`config.mk`:
```
export PLATFORM = sky130hd
export DESIGN_NAME = two_digit_keypad_calculator_unit
export DESIGN_NICKNAME = d
export VERILOG_FILES = /design/src/rtl/core/kcalc_pkg.sv /design/src/rtl/core/two_digit_keypad_calculator_unit.sv /design/src/rtl/core/kcalc_div.sv /design/src/rtl/core/kcalc_dpath.sv /design/src/rtl/core/kcalc_ctrl.sv
export SDC_FILE = /design/constraint.sdc
export NUM_CORES = 1
export LEC_CHECK = 0
export BUFFER_PORTS_ARGS = -buffer_cell sky130_fd_sc_hd__buf_2
export CAP_MARGIN = 25
export CORE_UTILIZATION = 64
export DETAILED_ROUTE_END_ITERATION = 8
export PLACE_DENSITY = 0.81
export SYNTH_ARGS = -nofsm -noshare
export SYNTH_HDL_FRONTEND = slang
export SYNTH_HIERARCHICAL = 1
export SYNTH_SLANG_ARGS = --single-unit
```
`constraint.sdc`:
```
create_clock -name clk -period 7.5 [get_ports clk]
set_input_delay 0.75 -clock clk [delete_from_list [all_inputs] [get_ports clk]]
set_output_delay 0.75 -clock clk [all_outputs]
set_load 0.005 [all_outputs]
```
`src/rtl/core/kcalc_pkg.sv`:
```
// ----------------------------------------------------------------------------
// kcalc_pkg
// Shared types, key codes and display constants of the keypad calculator.
// ----------------------------------------------------------------------------
package kcalc_pkg;

    // operand width: two decimal digits, at most 99
    localparam int OPER_W = 7;
    // signed intermediate result: covers -99 up to 99 * 99
    localparam int RES_W = 15;
    localparam logic [RES_W-1:0] RESULT_LIMIT = RES_W'(99);

    // key codes
    localparam logic [4:0] KEY_LAST_DIGIT = 5'd9;
    localparam logic [4:0] KEY_CLEAR      = 5'd13;
    localparam logic [4:0] KEY_EQUALS     = 5'd15;
    localparam logic [4:0] KEY_ADD        = 5'd16;
    localparam logic [4:0] KEY_DIV        = 5'd19;

    // pending operator codes, taken from the low bits of the operator key
    localparam logic [1:0] OP_ADD = 2'd0;
    localparam logic [1:0] OP_SUB = 2'd1;
    localparam logic [1:0] OP_MUL = 2'd2;
    localparam logic [1:0] OP_DIV = 2'd3;

    // segment patterns
    localparam logic [6:0] PAT_BLANK = 7'h00;
    localparam logic [6:0] PAT_E     = 7'h79;

    // controller to datapath
    typedef struct packed {
        logic apply;      // word accepted: apply the key
        logic calc;       // form add, subtract or multiply result
        logic div_start;  // launch the divider
        logic div_load;   // take the quotient as result
        logic eval;       // range check, split sign and magnitude
        logic show;       // write result patterns to the display
        logic load_out;   // copy the display into the output register
    } kcalc_cmd_t;

    // datapath to controller
    typedef struct packed {
        logic compute;    // key at the input starts a calculation
        logic op_div;     // pending operator is divide
        logic div_done;   // quotient ready
        logic out_free;   // output register can take a word
    } kcalc_stat_t;

    // seven-segment pattern of one decimal digit, bit0 = a .. bit6 = g
    function automatic logic [6:0] digit_pattern(input logic [3:0] d);
        logic [6:0] p;
        case (d)
            4'd0:    p = 7'h3F;
            4'd1:    p = 7'h06;
            4'd2:    p = 7'h5B;
            4'd3:    p = 7'h4F;
            4'd4:    p = 7'h66;
            4'd5:    p = 7'h6D;
            4'd6:    p = 7'h7D;
            4'd7:    p = 7'h07;
            4'd8:    p = 7'h7F;
            4'd9:    p = 7'h67;
            default: p = PAT_BLANK;
        endcase
        return p;
    endfunction

endpackage

```
`src/rtl/core/two_digit_keypad_calculator_unit.sv`:
```
// ----------------------------------------------------------------------------
// two_digit_keypad_calculator_unit
// Sequence: a digit, operator, clear or ignored key updates the display and hands its word
// to the output register once that is free; equals first passes S_CALC, S_EVAL and S_SHOW,
// with S_DIV before S_EVAL for divide, waiting on the one-bit-per-cycle divider (7 steps).
// Keys: a new key is taken only once the last word is loaded; in_stall is high while busy.
// Reset: asynchronous active-low rst_n blanks the display registers, clears out_valid and returns to first operand.
// ----------------------------------------------------------------------------
module two_digit_keypad_calculator_unit
    import kcalc_pkg::*;
(
    input  logic       clk,
    input  logic       rst_n,
    input  logic       in_valid,
    output logic       in_stall,
    input  logic [4:0] key_code,
    output logic       out_valid,
    input  logic       out_stall,
    output logic [6:0] left_segments,
    output logic [6:0] right_segments,
    output logic       minus_dot,
    output logic       error_shown
);

    kcalc_cmd_t  cmd;
    kcalc_stat_t stat;

    kcalc_ctrl u_ctrl
    (
        .clk      (clk),
        .rst_n    (rst_n),
        .in_valid (in_valid),
        .in_stall (in_stall),
        .stat     (stat),
        .cmd      (cmd)
    );

    kcalc_dpath u_dpath
    (
        .clk            (clk),
        .rst_n          (rst_n),
        .cmd            (cmd),
        .stat           (stat),
        .key_code       (key_code),
        .out_valid      (out_valid),
        .out_stall      (out_stall),
        .left_segments  (left_segments),
        .right_segments (right_segments),
        .minus_dot      (minus_dot),
        .error_shown    (error_shown)
    );

endmodule

```
`src/rtl/core/kcalc_div.sv`:
```
// ----------------------------------------------------------------------------
// kcalc_div
// Restoring unsigned divider, one quotient bit per cycle.
// ----------------------------------------------------------------------------
module kcalc_div
    import kcalc_pkg::*;
(
    input  logic              clk,
    input  logic              rst_n,
    input  logic              start,
    input  logic [OPER_W-1:0] dividend,
    input  logic [OPER_W-1:0] divisor,
    output logic              done,
    output logic [OPER_W-1:0] quotient
);

    localparam int CNT_W = $clog2(OPER_W + 1);

    logic              busy_reg, busy_next;
    logic [CNT_W-1:0]  cnt_reg, cnt_next;
    logic [OPER_W-1:0] rem_reg, rem_next;
    logic [OPER_W-1:0] quo_reg, quo_next;
    logic [OPER_W:0]   shifted;
    logic [OPER_W:0]   trial;
    logic              fits;

    // trial subtract of the divisor from the shifted remainder
    assign shifted = {rem_reg, quo_reg[OPER_W-1]};
    assign trial   = shifted - {1'b0, divisor};
    assign fits    = !trial[OPER_W];

    assign done     = busy_reg && (cnt_reg == '0);
    assign quotient = quo_reg;

    // load, then advance one bit per cycle until the count runs out
    always_comb
    begin
        busy_next = busy_reg;
        cnt_next  = cnt_reg;
        rem_next  = rem_reg;
        quo_next  = quo_reg;
        if (start)
        begin
            busy_next = 1'b1;
            cnt_next  = CNT_W'(OPER_W);
            rem_next  = '0;
            quo_next  = dividend;
        end
        else if (done)
        begin
            busy_next = 1'b0;
        end
        else if (busy_reg)
        begin
            cnt_next = cnt_reg - 1'b1;
            rem_next = fits ? trial[OPER_W-1:0] : shifted[OPER_W-1:0];
            quo_next = {quo_reg[OPER_W-2:0], fits};
        end
    end

    always_ff @(posedge clk or negedge rst_n)
    begin
        if (!rst_n)
        begin
            busy_reg <= 1'b0;
            cnt_reg  <= '0;
        end
        else
        begin
            busy_reg <= busy_next;
            cnt_reg  <= cnt_next;
        end
    end

    always_ff @(posedge clk)
    begin
        rem_reg <= rem_next;
        quo_reg <= quo_next;
    end

endmodule

```
`src/rtl/core/kcalc_dpath.sv`:
```
// ----------------------------------------------------------------------------
// kcalc_dpath
// Operand digits, entry state, display registers, arithmetic and output word.
// ----------------------------------------------------------------------------
module kcalc_dpath
    import kcalc_pkg::*;
(
    input  logic        clk,
    input  logic        rst_n,
    input  kcalc_cmd_t  cmd,
    output kcalc_stat_t stat,
    input  logic [4:0]  key_code,
    output logic        out_valid,
    input  logic        out_stall,
    output logic [6:0]  left_segments,
    output logic [6:0]  right_segments,
    output logic        minus_dot,
    output logic        error_shown
);

    // entry state
    logic       mode_reg, mode_next;
    logic [1:0] count_reg, count_next;
    logic [1:0] op_reg, op_next;
    logic [3:0] ft_reg, ft_next;
    logic [3:0] fu_reg, fu_next;
    logic [3:0] st_reg, st_next;
    logic [3:0] su_reg, su_next;
    logic [6:0] left_reg, left_next;
    logic [6:0] right_reg, right_next;
    logic       dot_reg, dot_next;

    // result path
    logic [RES_W-1:0]  res_reg, res_next;
    logic [OPER_W-1:0] mag_reg, mag_next;
    logic              neg_reg, neg_next;
    logic              err_reg, err_next;

    // output word
    logic       out_valid_reg, out_valid_next;
    logic [6:0] out_left_reg, out_right_reg;
    logic       out_dot_reg, out_err_reg;

    logic              is_digit, is_op;
    logic              cnt0, cnt1, cnt2;
    logic [6:0]        key_pat;
    logic [OPER_W-1:0] opa, opb;
    logic [OPER_W-1:0] quo;
    logic              div_done;
    logic [RES_W-1:0]  res_abs;
    logic              res_neg, res_over;
    logic [14:0]       tens_prod;
    logic [3:0]        tens, units;

    // key decode; a count of three acts like two
    assign is_digit = key_code <= KEY_LAST_DIGIT;
    assign is_op    = key_code inside {[KEY_ADD:KEY_DIV]};
    assign cnt0     = count_reg == 2'd0;
    assign cnt1     = count_reg == 2'd1;
    assign cnt2     = count_reg[1];
    assign key_pat  = digit_pattern(key_code[3:0]);

    // operands: tens * 10 + units
    assign opa = OPER_W'({ft_reg, 3'b000}) + OPER_W'({ft_reg, 1'b0}) + OPER_W'(fu_reg);
    assign opb = OPER_W'({st_reg, 3'b000}) + OPER_W'({st_reg, 1'b0}) + OPER_W'(su_reg);

    kcalc_div u_div
    (
        .clk      (clk),
        .rst_n    (rst_n),
        .start    (cmd.div_start),
        .dividend (opa),
        .divisor  (opb),
        .done     (div_done),
        .quotient (quo)
    );

    assign stat.compute  = mode_reg && cnt2 && (key_code == KEY_EQUALS);
    assign stat.op_div   = op_reg == OP_DIV;
    assign stat.div_done = div_done;
    assign stat.out_free = !out_valid_reg || !out_stall;

    // sign, magnitude and range of the raw result
    assign res_neg  = res_reg[RES_W-1];
    assign res_abs  = res_neg ? (~res_reg + 1'b1) : res_reg;
    assign res_over = res_abs > RESULT_LIMIT;

    // tens = mag / 10 by reciprocal, exact below 160
    assign tens_prod = 15'(mag_reg) * 15'd205;
    assign tens      = tens_prod[14:11];
    assign units     = 4'(mag_reg - OPER_W'({tens, 3'b000}) - OPER_W'({tens, 1'b0}));

    // entry state and display update
    always_comb
    begin
        mode_next  = mode_reg;
        count_next = count_reg;
        op_next    = op_reg;
        ft_next    = ft_reg;
        fu_next    = fu_reg;
        st_next    = st_reg;
        su_next    = su_reg;
        left_next  = left_reg;
        right_next = right_reg;
        dot_next   = dot_reg;
        if (cmd.apply)
        begin
            if (!mode_reg)
            begin
                if (cnt0 && is_digit)
                begin
                    ft_next    = key_code[3:0];
                    left_next  = key_pat;
                    dot_next   = 1'b0;
                    count_next = 2'd1;
                end
                else if (cnt1 && is_digit)
                begin
                    fu_next    = key_code[3:0];
                    right_next = key_pat;
                    dot_next   = 1'b0;
                    count_next = 2'd2;
                end
                else if (cnt2 && is_op)
                begin
                    op_next    = key_code[1:0];
                    left_next  = PAT_BLANK;
                    right_next = PAT_BLANK;
                    dot_next   = 1'b0;
                    count_next = 2'd0;
                    mode_next  = 1'b1;
                end
                else if (key_code == KEY_CLEAR)
                begin
                    left_next  = PAT_BLANK;
                    right_next = PAT_BLANK;
                    dot_next   = 1'b0;
                    count_next = 2'd0;
                end
            end
            else
            begin
                if (cnt0 && is_digit)
                begin
                    st_next    = key_code[3:0];
                    left_next  = key_pat;
                    count_next = 2'd1;
                end
                else if (cnt1 && is_digit)
                begin
                    su_next    = key_code[3:0];
                    right_next = key_pat;
                    dot_next   = 1'b0;
                    count_next = 2'd2;
                end
                else if (cnt2 && (key_code == KEY_EQUALS))
                begin
                    count_next = 2'd2;
                    mode_next  = 1'b0;
                end
            end
        end
        else if (cmd.show)
        begin
            if (err_reg)
            begin
                left_next  = PAT_E;
                right_next = PAT_E;
                dot_next   = 1'b0;
            end
            else
            begin
                left_next  = digit_pattern(tens);
                right_next = digit_pattern(units);
                dot_next   = neg_reg;
            end
        end
    end

    // raw result, then range check
    always_comb
    begin
        res_next = res_reg;
        mag_next = mag_reg;
        neg_next = neg_reg;
        err_next = err_reg;
        if (cmd.calc)
        begin
            case (op_reg)
                OP_ADD:  res_next = RES_W'(opa) + RES_W'(opb);
                OP_SUB:  res_next = RES_W'(opa) - RES_W'(opb);
                OP_MUL:  res_next = RES_W'(opa) * RES_W'(opb);
                default: res_next = '0;
            endcase
        end
        else if (cmd.div_load)
        begin
            res_next = RES_W'(quo);
        end
        if (cmd.eval)
        begin
            mag_next = res_abs[OPER_W-1:0];
            neg_next = res_neg;
            err_next = res_over || (stat.op_div && (opb == '0));
        end
    end

    // output word: load when free, drop when taken
    always_comb
    begin
        out_valid_next = out_valid_reg;
        if (cmd.load_out)
        begin
            out_valid_next = 1'b1;
        end
        else if (!out_stall)
        begin
            out_valid_next = 1'b0;
        end
    end

    always_ff @(posedge clk or negedge rst_n)
    begin
        if (!rst_n)
        begin
            mode_reg      <= 1'b0;
            count_reg     <= 2'd0;
            op_reg        <= OP_ADD;
            ft_reg        <= 4'd0;
            fu_reg        <= 4'd0;
            st_reg        <= 4'd0;
            su_reg        <= 4'd0;
            left_reg      <= PAT_BLANK;
            right_reg     <= PAT_BLANK;
            dot_reg       <= 1'b0;
            out_valid_reg <= 1'b0;
        end
        else
        begin
            mode_reg      <= mode_next;
            count_reg     <= count_next;
            op_reg        <= op_next;
            ft_reg        <= ft_next;
            fu_reg        <= fu_next;
            st_reg        <= st_next;
            su_reg        <= su_next;
            left_reg      <= left_next;
            right_reg     <= right_next;
            dot_reg       <= dot_next;
            out_valid_reg <= out_valid_next;
        end
    end

    always_ff @(posedge clk)
    begin
        res_reg <= res_next;
        mag_reg <= mag_next;
        neg_reg <= neg_next;
        err_reg <= err_next;
        if (cmd.load_out)
        begin
            out_left_reg  <= left_reg;
            out_right_reg <= right_reg;
            out_dot_reg   <= dot_reg;
            out_err_reg   <= (left_reg == PAT_E) && (right_reg == PAT_E);
        end
    end

    assign out_valid      = out_valid_reg;
    assign left_segments  = out_left_reg;
    assign right_segments = out_right_reg;
    assign minus_dot      = out_dot_reg;
    assign error_shown    = out_err_reg;

    // an error word never shows the dot
    a_err_no_dot: assert property (@(posedge clk) disable iff (!rst_n)
        out_valid && error_shown |-> !minus_dot)
        else $error("error word with dot lit");

    // the dot stays dark while the second operand is keyed in
    a_second_dark: assert property (@(posedge clk) disable iff (!rst_n)
        mode_reg |-> !dot_reg)
        else $error("dot lit during second operand entry");

    // a result in range fits two digits
    a_mag_range: assert property (@(posedge clk) disable iff (!rst_n)
        $past(cmd.eval) && !err_reg |-> mag_reg <= OPER_W'(99))
        else $error("magnitude beyond two digits");

    // load only into a free output register
    a_load_free: assert property (@(posedge clk) disable iff (!rst_n)
        cmd.load_out |-> stat.out_free)
        else $error("output word overwritten");

endmodule

```
`src/rtl/core/kcalc_ctrl.sv`:
```
// ----------------------------------------------------------------------------
// kcalc_ctrl
// Sequencer: accepts a key, runs the calculation steps, hands off the word.
// ----------------------------------------------------------------------------
module kcalc_ctrl
    import kcalc_pkg::*;
(
    input  logic        clk,
    input  logic        rst_n,
    input  logic        in_valid,
    output logic        in_stall,
    input  kcalc_stat_t stat,
    output kcalc_cmd_t  cmd
);

    typedef enum logic [2:0] {
        S_IDLE,
        S_CALC,
        S_DIV,
        S_EVAL,
        S_SHOW,
        S_POST
    } state_t;

    state_t state_reg, state_next;
    logic   accept;

    assign in_stall = state_reg != S_IDLE;
    assign accept   = in_valid && !in_stall;

    // commands and next state
    always_comb
    begin
        cmd        = '0;
        state_next = state_reg;
        case (state_reg)
            S_IDLE:
            begin
                if (accept)
                begin
                    cmd.apply  = 1'b1;
                    state_next = stat.compute ? S_CALC : S_POST;
                end
            end
            S_CALC:
            begin
                cmd.calc      = 1'b1;
                cmd.div_start = stat.op_div;
                state_next    = stat.op_div ? S_DIV : S_EVAL;
            end
            S_DIV:
            begin
                if (stat.div_done)
                begin
                    cmd.div_load = 1'b1;
                    state_next   = S_EVAL;
                end
            end
            S_EVAL:
            begin
                cmd.eval   = 1'b1;
                state_next = S_SHOW;
            end
            S_SHOW:
            begin
                cmd.show   = 1'b1;
                state_next = S_POST;
            end
            S_POST:
            begin
                if (stat.out_free)
                begin
                    cmd.load_out = 1'b1;
                    state_next   = S_IDLE;
                end
            end
            default:
            begin
                state_next = S_IDLE;
            end
        endcase
    end

    // hold state
    always_ff @(posedge clk or negedge rst_n)
    begin
        if (!rst_n)
        begin
            state_reg <= S_IDLE;
        end
        else
        begin
            state_reg <= state_next;
        end
    end

    // an accepted key always leads to a word hand-off before the next key
    a_accept_leaves_idle: assert property (@(posedge clk) disable iff (!rst_n)
        accept |=> state_reg != S_IDLE)
        else $error("key accepted without a result");

    // a divide reaches the divider wait state
    a_div_path: assert property (@(posedge clk) disable iff (!rst_n)
        cmd.div_start |=> state_reg == S_DIV)
        else $error("divider started outside divide path");

    // the quotient is taken only once the divider reports it
    a_div_load: assert property (@(posedge clk) disable iff (!rst_n)
        cmd.div_load |-> stat.div_done && $past(state_reg == S_CALC || state_reg == S_DIV))
        else $error("quotient taken early");

endmodule

```
### Yosys cells after proc, flatten, opt, wreduce, memory -nomap -nowiden

Memories as Yosys holds them, arrays and structs flattened.
Index checks and enable logic that the tools add are counted.
Widths: inputs -> output; s select.

* register bits: 98
* bits in read-only memories: 336
* output and inout bits: 18
* logic and storage cells: 188
* memories: 3

* add/subtract/negate cells: 11
* $mul: 2
* $lt $le $gt $ge: 4
* eq/ne operators: 27
* mux-type cells: 72
* bitwise operators: 5
* reduce and logical (&&, ||, !) cells: 40

Memory list
* (no name shown): words 16, width 7, rd ports 1, clocked after Yosys merged registers in 0, wr ports 0, RTL line kcalc_pkg.sv:52 `case (d)`
* (no name shown): words 16, width 7, rd ports 1, clocked after Yosys merged registers in 0, wr ports 0, RTL line kcalc_pkg.sv:52
* (no name shown): words 16, width 7, rd ports 1, clocked after Yosys merged registers in 0, wr ports 0, RTL line kcalc_pkg.sv:52

Operators by type and width (number)
* $mux 7: 21
* $mux 15: 3
* $pmux 15 s3: 1
* $mux 1: 30
* $mux 3: 7
* $reduce_and 4->1: 5
* $mux 2: 9
* $pmux 3 s6: 1
* $add 15x1->15 const B: 1
* $gt 15x7->1 const B: 1
* $mul 7x8->15 const B: 1
* $not 15->15: 1
* $add 7x4->7: 2
* $add 7x5->7: 2
* $eq 7x7->1 const B: 2
* $mul 7x7->14: 1
* $reduce_and 3->1: 4
* $logic_and 1x1->1: 11
* $eq 5x4->1 const B: 2
* $ne 3x3->1 const B: 3
* $add 7x7->8: 1
* $ne 4x1->1 const B: 2
* $reduce_bool 2->1: 4
* $sub 4x4->4: 2
* 26 further kinds: 44

### Depth between registers and ports, before layout

Gate-level depths: netlist (run 1).

* depth after elaboration: 8
* gate-level depth with buffers: 25

### By module

The synthesis (run 1) kept the hierarchy.

Modules (own cells, without submodules)
* kcalc_dpath: instances 1, cells an instance 787, area an instance 7462.2 um^2, sequential area each 2127.0 um^2
* kcalc_div: instances 1, cells an instance 127, area an instance 1237.4 um^2, sequential area each 450.4 um^2
* kcalc_ctrl: instances 1, cells an instance 33, area an instance 271.5 um^2, sequential area each 75.1 um^2

### Least setup slack after synthesis (run 1)

Ideal clock, no wire load.

* kind: flip-flop to flip-flop
* start point: register u_dpath.st_reg[0]
* end point: register u_dpath.res_reg[12] (data pin)
* data arrival time: 5755 ps
* required time: 7331 ps
* slack: 1576 ps
* stages on the path, launching flop included: 24
* clock period less this slack: 5924 ps
* cell sequence: dfrtp_1 -> inv_1 -> fa_1 -> inv_1 -> fa_1 -> a21o_1 -> a21oi_1 -> xnor2_1 -> nand2_1 -> fa_1 -> fa_1 -> inv_1 -> fa_1 -> inv_1 -> fa_1 -> inv_1 -> ha_1 -> inv_1 -> a21oi_1 -> o21ai_0 -> a21boi_0 -> o211ai_1 -> and3_1 -> o31ai_1

* cells in the longest elaborated chain, start to end: 5

Ends and longest elaborated chain
* start, declared: RTL line kcalc_dpath.sv:27 `logic [3:0] st_reg, st_next;`
* start signal, assigned: RTL line kcalc_dpath.sv:245 `st_reg <= st_next;`
* $add 7x5->7 (*): RTL line kcalc_dpath.sv:65 `assign opb = OPER_W'({st_reg, 3'b000}) + OPER_W'({st_reg, 1'b0}) + OPER_W'(su_reg);`
* $add 7x4->7 (*): RTL line kcalc_dpath.sv:65
* net u_dpath.opb[6]: RTL line kcalc_dpath.sv:47 `logic [OPER_W-1:0] opa, opb;`
* $mul 7x7->14 / $sub 7x7->8 (equally long branches): RTL line kcalc_dpath.sv:192, kcalc_dpath.sv:191
* $pmux 15 s3 (*): RTL line kcalc_dpath.sv:189 `case (op_reg)`
* $mux 15 (*): RTL line kcalc_dpath.sv:187 `if (cmd.calc)`
* end signal, assigned: RTL line kcalc_dpath.sv:256 `res_reg <= res_next;`
* end, declared: RTL line kcalc_dpath.sv:34 `logic [RES_W-1:0] res_reg, res_next;`

Mark *: on every way through the listed nets, which the timed path passes. The rest lies on a longest branch.
A chain may end at the register's enable or synchronous reset.

### Worst setup path after layout (run 1)

Ends and elaborated chain as after synthesis.

==> impl_results.md, run 1 <==
* Status: finished, final reports clean
* H-tree depth reported by CTS at 3
* Final period util at a little under nine tenths
* Postcts setup bufs at 0
* Clock buffer depth at 2
* Clock Sinks at 98
* Critical Path Start Type: flop
* Drt total wl at 18900 µm
* Synth unique cells at 84
* Syn_area_per_cell at ~9.5 µm²
* Setup Viol. Count Final at 0
* Sequential area share after synthesis at 29.6%
* Layout Area Growth over Synthesis at 6.54%
* Post-Syn Area at 0.00897 mm²
* Grt total ovfl at 0
* Number of global-route vias before repair at 6520
* Starting density of the core at 66.7%
* Tmin final at ~6.4 ns
* GRT Util Overall at between 20% and 30%
* Final Skew at just over 0.01 ns
* Mapped Cells at 947
* Input/output buffers at 26
* Die H at 120 µm
* FILL cells at 1024
* Mapped Nets at between 1000 and 1500
* Worst slew pin tran at 0.917 ns
* Largest area contributor in the netlist: ha_1
* Clk_lat worst skew at 0.35 ns
* 1st-iter DRT viols at 501
* Post-CTS Hold Buffers at 0
* Final hold vios at 0
* Crit path DAT at 6.56 ns
* Placer congestion estimate at 0.925
* Clock root buffer: clkbuf_16
* Setup_tns at 0 ns
* Worst EP required at 7.68 ns
* Core Area at roughly 0.013 mm²
* Crit-path max FO at 10
* Initial antenna violation count at 0
* Via count at 6815
* # DRC at 0
* Largest cells by area after synthesis: ha_1, edfxtp_1, dfrtp_1
* Total die area at 0.0145 mm²
* Nets at ~1100
* Share of the synthesized area in the top cell type at around 18%
* Ys Warns at 6
* Multi-input logic area at 0.00580 mm²
* # diodes at 0
* Clk slew on worst S/H paths at 0.07 ns
* Max Slew Vio Count at 0
* CTS tree: done
* DR pass1 iterations at 5
* Fmax at 0.157 GHz
* Slowest cell on the critical path: fa_1
* Storage cell area at 0.00265 mm²
* Post-DRT Antenna Nets at 0
* Async set-or-reset flop fraction in the synthesized netlist at 44.9%
* Max Cap Viol at 0
* Routed vias/inst at 5.93
* Slew headroom at 38.1%
* Crit path largest cell delay at 0.54 ns
* RSZ-0062 raised after global routing: false
* Max reg flops at 15
* Worst path cell trace: inv_1 > fa_1 > inv_1 > fa_1 > a21o_1 > a21oi_1 > xnor2_1 > nand2_1 > fa_1 > fa_1 > inv_1 > fa_1 > inv_1 > fa_1 > inv_1 > ha_1 > inv_1 > a21oi_1 > o21ai_0 > a21boi_0 > o211ai_1 > and3_1 > o31ai_1
* Crit end category: flop
* Rows at 42
* First-pass GRT wire length at between 30000 and 40000 µm
* Drt wl/cell at 16.4 µm
* Detailed placement HPWL at roughly 15000 µm
* Num CTS Buffers at 9
* CP Class: flop to flop
* Die Wd at 120 µm
* Largest net degree at the start of global routing at 45
* Top Ports at 27
* Post-CTS sizing at 0
* Layout cells sized above 1 at 8.62%
* Hold WC Path Type: primary input to async pin
* Number of synthesized flops with an enable pin at 47
* FF+latch count, synth at 98
* Synth Flop Type: edfxtp_1
## synthesized netlist by cell type (all sizes together) (10+ instances only)
| cell type | n |
|---|---|
| nor2b | 11 |
| xor2 | 12 |
| inv | 111 |
| and2 | 24 |
| nand2b | 12 |
| xnor2 | 28 |
| o21ai | 56 |
| a21o | 10 |
| fa | 39 |
| nor2 | 67 |
| edfxtp | 47 |
| nand2 | 77 |
| clkbuf | 15 |
| dfrtp | 44 |
| mux2i | 11 |
| ha | 127 |
| nand3 | 13 |
| a21oi | 65 |
| nor3 | 18 |
## kinds of logic after synthesis
logic type | Yosys count | synth area share [%]
AO/OA/AOI/OAI | 223 | 16.2
XOR/XNOR | 40 | 4.49
adder cells (fa/ha/maj) | 166 | 26.4
buffers and inverters | 133 | 5.82
flip-flops | 98 | 29.6
multiplexers | 19 | 2.23
AND/OR/NAND/NOR | 268 | 15.2
## per-layer routing
| metal | vias up | part of all wire, % | global-route usage (%) |
|---|---|---|---|
| met2 | 188 | 48 | 45.7 |
| met3 | 40 | 4.0 | 4.25 |
| met4 | 0 | 2.7 | 9.95 |
| met1 | 3229 | 46 | 36.8 |
| li1 | 3358 | - | - |
| met5 | - | 0 | 0 |
## final cells by class
type / count / area share (%)
flip-flops and latches: 98 / 27.8
inverters: 114 / 4.48
clock buffers: 10 / 2.50
well taps: 176 / 2.30
clock inverters: 6 / 0.511
repair buffers: 30 / 1.81
multi-input cells: 716 / 60.6
## stage by stage
step	instance area [µm²]	std cells	hold slack, ns	utilization [%]	setup WS (ns)
floorplan	8970	947	0.438	-	1.58
global placement	9250	1133	0.459	68.8	1.34
detailed placement	9250	1133	0.468	68.8	1.16
CTS	9540	1149	0.484	70.9	1.14
global route	9560	1150	0.276	71.0	0.644
finish	9560	1150	0.267	71.0	1.12
## worst max-delay path: cells and delay by family, from the launching register on
family,cells,cell delay [ns]
XOR/XNOR,1,0.34
AO/OA/AOI/OAI,7,1.36
flip-flops,1,0.36
AND/OR/NAND/NOR,2,0.38
adder cells (fa/ha/maj),7,3.43
buffers and inverters,6,0.35
## path summary, 6_finish.rpt
check	slack, ns	end	depth (start not counted)	startpoint
max in group asynchronous	6.76	u_dpath/fu_reg[3]	2	rst_n
worst min-delay path	0.27	u_dpath/out_valid	1	rst_n
worst min register to register	0.48	u_dpath/left_segments[3]	0	u_dpath/left_reg[3]
worst max-delay path	1.12	u_dpath/res_reg[12]	23	u_dpath/st_reg[0]
worst max register to register	1.12	u_dpath/res_reg[12]	23	u_dpath/st_reg[0]
min in group clk	0.48	u_dpath/left_segments[3]	0	u_dpath/left_reg[3]
## cells in the final DEF (no fill, tap or decap), types with 10 or more instances in the layout
master    count
a21oi_1      62
and2_1       23
nor2b_1      10
xor2_1       11
o21ai_0      51
nand2_1      77
dfrtp_1      44
fa_1         39
mux2i_1      11
inv_1       111
nor2_1       66
a21o_1       10
xnor2_1      25
ha_1        127
edfxtp_1     47
nand2b_1     11
nand3_1      13
buf_2        26
nor3_1       17
Power of run 1 is not shown: default switching activity piles up to over one toggle a cycle in this logic, so the estimate is an artifact.
==> run 2, diff against run 1 <==
--- a/config.mk
+++ b/config.mk
@@ -9,6 +9,7 @@
 export CAP_MARGIN = 25
 export CORE_UTILIZATION = 64
 export DETAILED_ROUTE_END_ITERATION = 8
+export MAX_ROUTING_LAYER = met4
 export PLACE_DENSITY = 0.81
 export SYNTH_ARGS = -nofsm -noshare
 export SYNTH_HDL_FRONTEND = slang
==> constraint.sdc (replaced) <==
create_clock -name clk -period 6.7 [get_ports clk]
set_input_delay 0.67 -clock clk [delete_from_list [all_inputs] [get_ports clk]]
set_output_delay 0.67 -clock clk [all_outputs]
set_load 0.005 [all_outputs]
==> run 2 against run 1 <==
Effect of this change:
- sequential cell count is the same
- wire length rose by 1.1%
- design area grew 0.24%
- first-iteration DRC count fell by 2.4%
- largest cell class unchanged
- utilization rose by 0.17 points
- critical path depth unchanged
- sequential share of layout area fell by 0.065 points
- cell count up 0.17%
- worst setup slack lost 0.72 ns
- die area unchanged
==> impl_results.md, run 2 (synthesis gave the netlist of run 1 again) <==
* Max Cap Viol at 0 (unchanged)
* Clock root buffer: clkbuf_16
* # diodes at 0 (unchanged)
* CP top delay family: adder cells
* Post-CTS sizing at 0 (unchanged)
* Worst path cell trace: inv_1 > fa_1 > inv_1 > ha_1 > a21o_1 > a21oi_1 > xnor2_1 > nand2_1 > fa_1 > fa_1 > inv_1 > fa_1 > inv_1 > fa_1 > inv_1 > ha_1 > inv_1 > a21oi_1 > o21ai_0 > a21boi_0 > o211ai_1 > and3_1 > o31ai_1
* GRT Util Overall at 28.8% (+1.2 points)
* Starting density of the core at 66.7% (unchanged)
* CTS tree: done
* Critical Path Start Type: flop
* Final Util at 71.2% (+0.17 points)
* Setup Viol. Count Final at 0 (unchanged)
* Hold WC Path Type: primary input to async pin
* Core Area at 0.0135 mm² (unchanged)
* Die H at 120 µm (unchanged)
* Clock Sinks at 98 (unchanged)
* Crit-path max FO at 8 (-2)
* Post-DRT Antenna Nets at 0 (unchanged)
* Rows at 42 (unchanged)
* Top Ports at 27 (unchanged)
* Number of global-route vias before repair at 6648 (+2.0%)
* Grt total ovfl at 0 (unchanged)
* First-pass GRT wire length at 31900 µm (+1.9%)
* Initial antenna violation count at 0 (unchanged)
* FF-to-FF setup slack at 0.41 ns (-0.72 ns)
* Nets at 1146 (+0.17%)
* Clk_lat worst skew at 0.36 ns (about the same)
* Most common cell after layout, fill and taps aside: ha_1
* Commonest non-fill, non-tap cells in the layout: ha_1, inv_1, nand2_1
* # DRC at 0 (unchanged)
* Post-CTS Hold Buffers at 0 (unchanged)
* Worst slew pin tran at 0.841 ns (-0.0758 ns)
* Crit path DAT at 6.46 ns (-0.10 ns)
* Final period util at 93.9% (+8.9 points)
* Placer congestion estimate at 0.944 (+2.0%)
* Fmax at 0.159 GHz (+1.3%)
* Die Wd at 120 µm (unchanged)
* Tmin final at 6.29 ns (-0.0846 ns)
* DR pass1 iterations at 5 (unchanged)
* Max reg flops at 15 (unchanged)
* Status: finished, final reports clean
* CP Class: flop to flop
* Cell seen most often among critical-path stages: inv_1
* Clk slew on worst S/H paths at 0.07 ns (about the same)
* Total die area at 0.0145 mm² (unchanged)
* Crit end category: flop
* Crit path largest cell delay at 0.55 ns (about the same)
* Layout cells sized above 1 at 8.81% (+0.19 points)
* Num CTS Buffers at 9 (unchanged)
* Routed vias/inst at 6.03 (+1.7%)
* Clock buffer depth at 2 (unchanged)
* Input/output buffers at 26 (unchanged)
* Setup_tns at 0 ns (unchanged)
* RSZ-0062 raised after global routing: false
* Via count at 6945 (+1.9%)
* Detailed placement HPWL at 15000 µm (+2.7%)
* Slowest cell on the critical path: xnor2_1
* Layout Area Growth over Synthesis at 6.79%
* Slew headroom at 43.9% (+5.8 points)
* Max Slew Vio Count at 0 (unchanged)
* Worst EP required at 6.87 ns (-0.81 ns)
* H-tree depth reported by CTS at 3 (unchanged)
* Crit path buf inv count at 6 (unchanged)
* Final Skew at 0.00936 ns (-0.000960 ns)
* Final hold vios at 0 (unchanged)
* Drt wl/cell at 16.6 µm (+0.91%)
* 1st-iter DRT viols at 489 (-2.4%)
* Largest net degree at the start of global routing at 45 (unchanged)
* Drt total wl at 19100 µm (+1.1%)
* FILL cells at 1029 (+0.49%)
* Postcts setup bufs at 0 (unchanged)
[run 2: stage by stage]
step	instance area [µm²]	hold WS [ns]	setup slack, ns	std cells
2_1_floorplan	8970	0.374	0.776	947
3_3_place_gp	9270	0.458	0.698	1135
3_5_place_dp	9270	0.470	0.485	1135
4_1_cts	9560	0.488	0.455	1151
5_1_grt	9580	0.184	0.113	1152
6_report	9580	0.180	0.408	1152
[run 2: cell type report]
type                            instances  area, µm²  area share, %
Tap cell                              176        220           2.30
Multi-Input combinational cell        716       5800           60.5
Timing Repair Buffer                   32        188           1.96
Inverter                              114        428           4.47
Sequential cell                        98       2650           27.7
Clock inverter                          7       70.1          0.731
Clock buffer                            9        225           2.35
[run 2: worst paths after layout]
kind / start / to / cells after the start
setup / recovery: u_dpath/st_reg[0] / u_dpath/res_reg[12] / 23
hold / removal: rst_n / u_dpath/out_valid / 1
setup reg to reg: u_dpath/st_reg[0] / u_dpath/res_reg[12] / 23
hold reg to reg: u_dpath/u_div/cnt_reg[1] / u_dpath/u_div/cnt_reg[1] / 1
max in group asynchronous: rst_n / u_dpath/ft_reg[1] / 2
min in group clk: u_dpath/u_div/cnt_reg[1] / u_dpath/u_div/cnt_reg[1] / 1
[run 2: routing by layer]
layer  share of wire, %  GRT usage (%)
met5                  0              -
met2                 48           47.1
met4                2.7           10.6
met3                4.5           4.62
met1                 45           36.2
Power of run 2 is left out for the same reason.
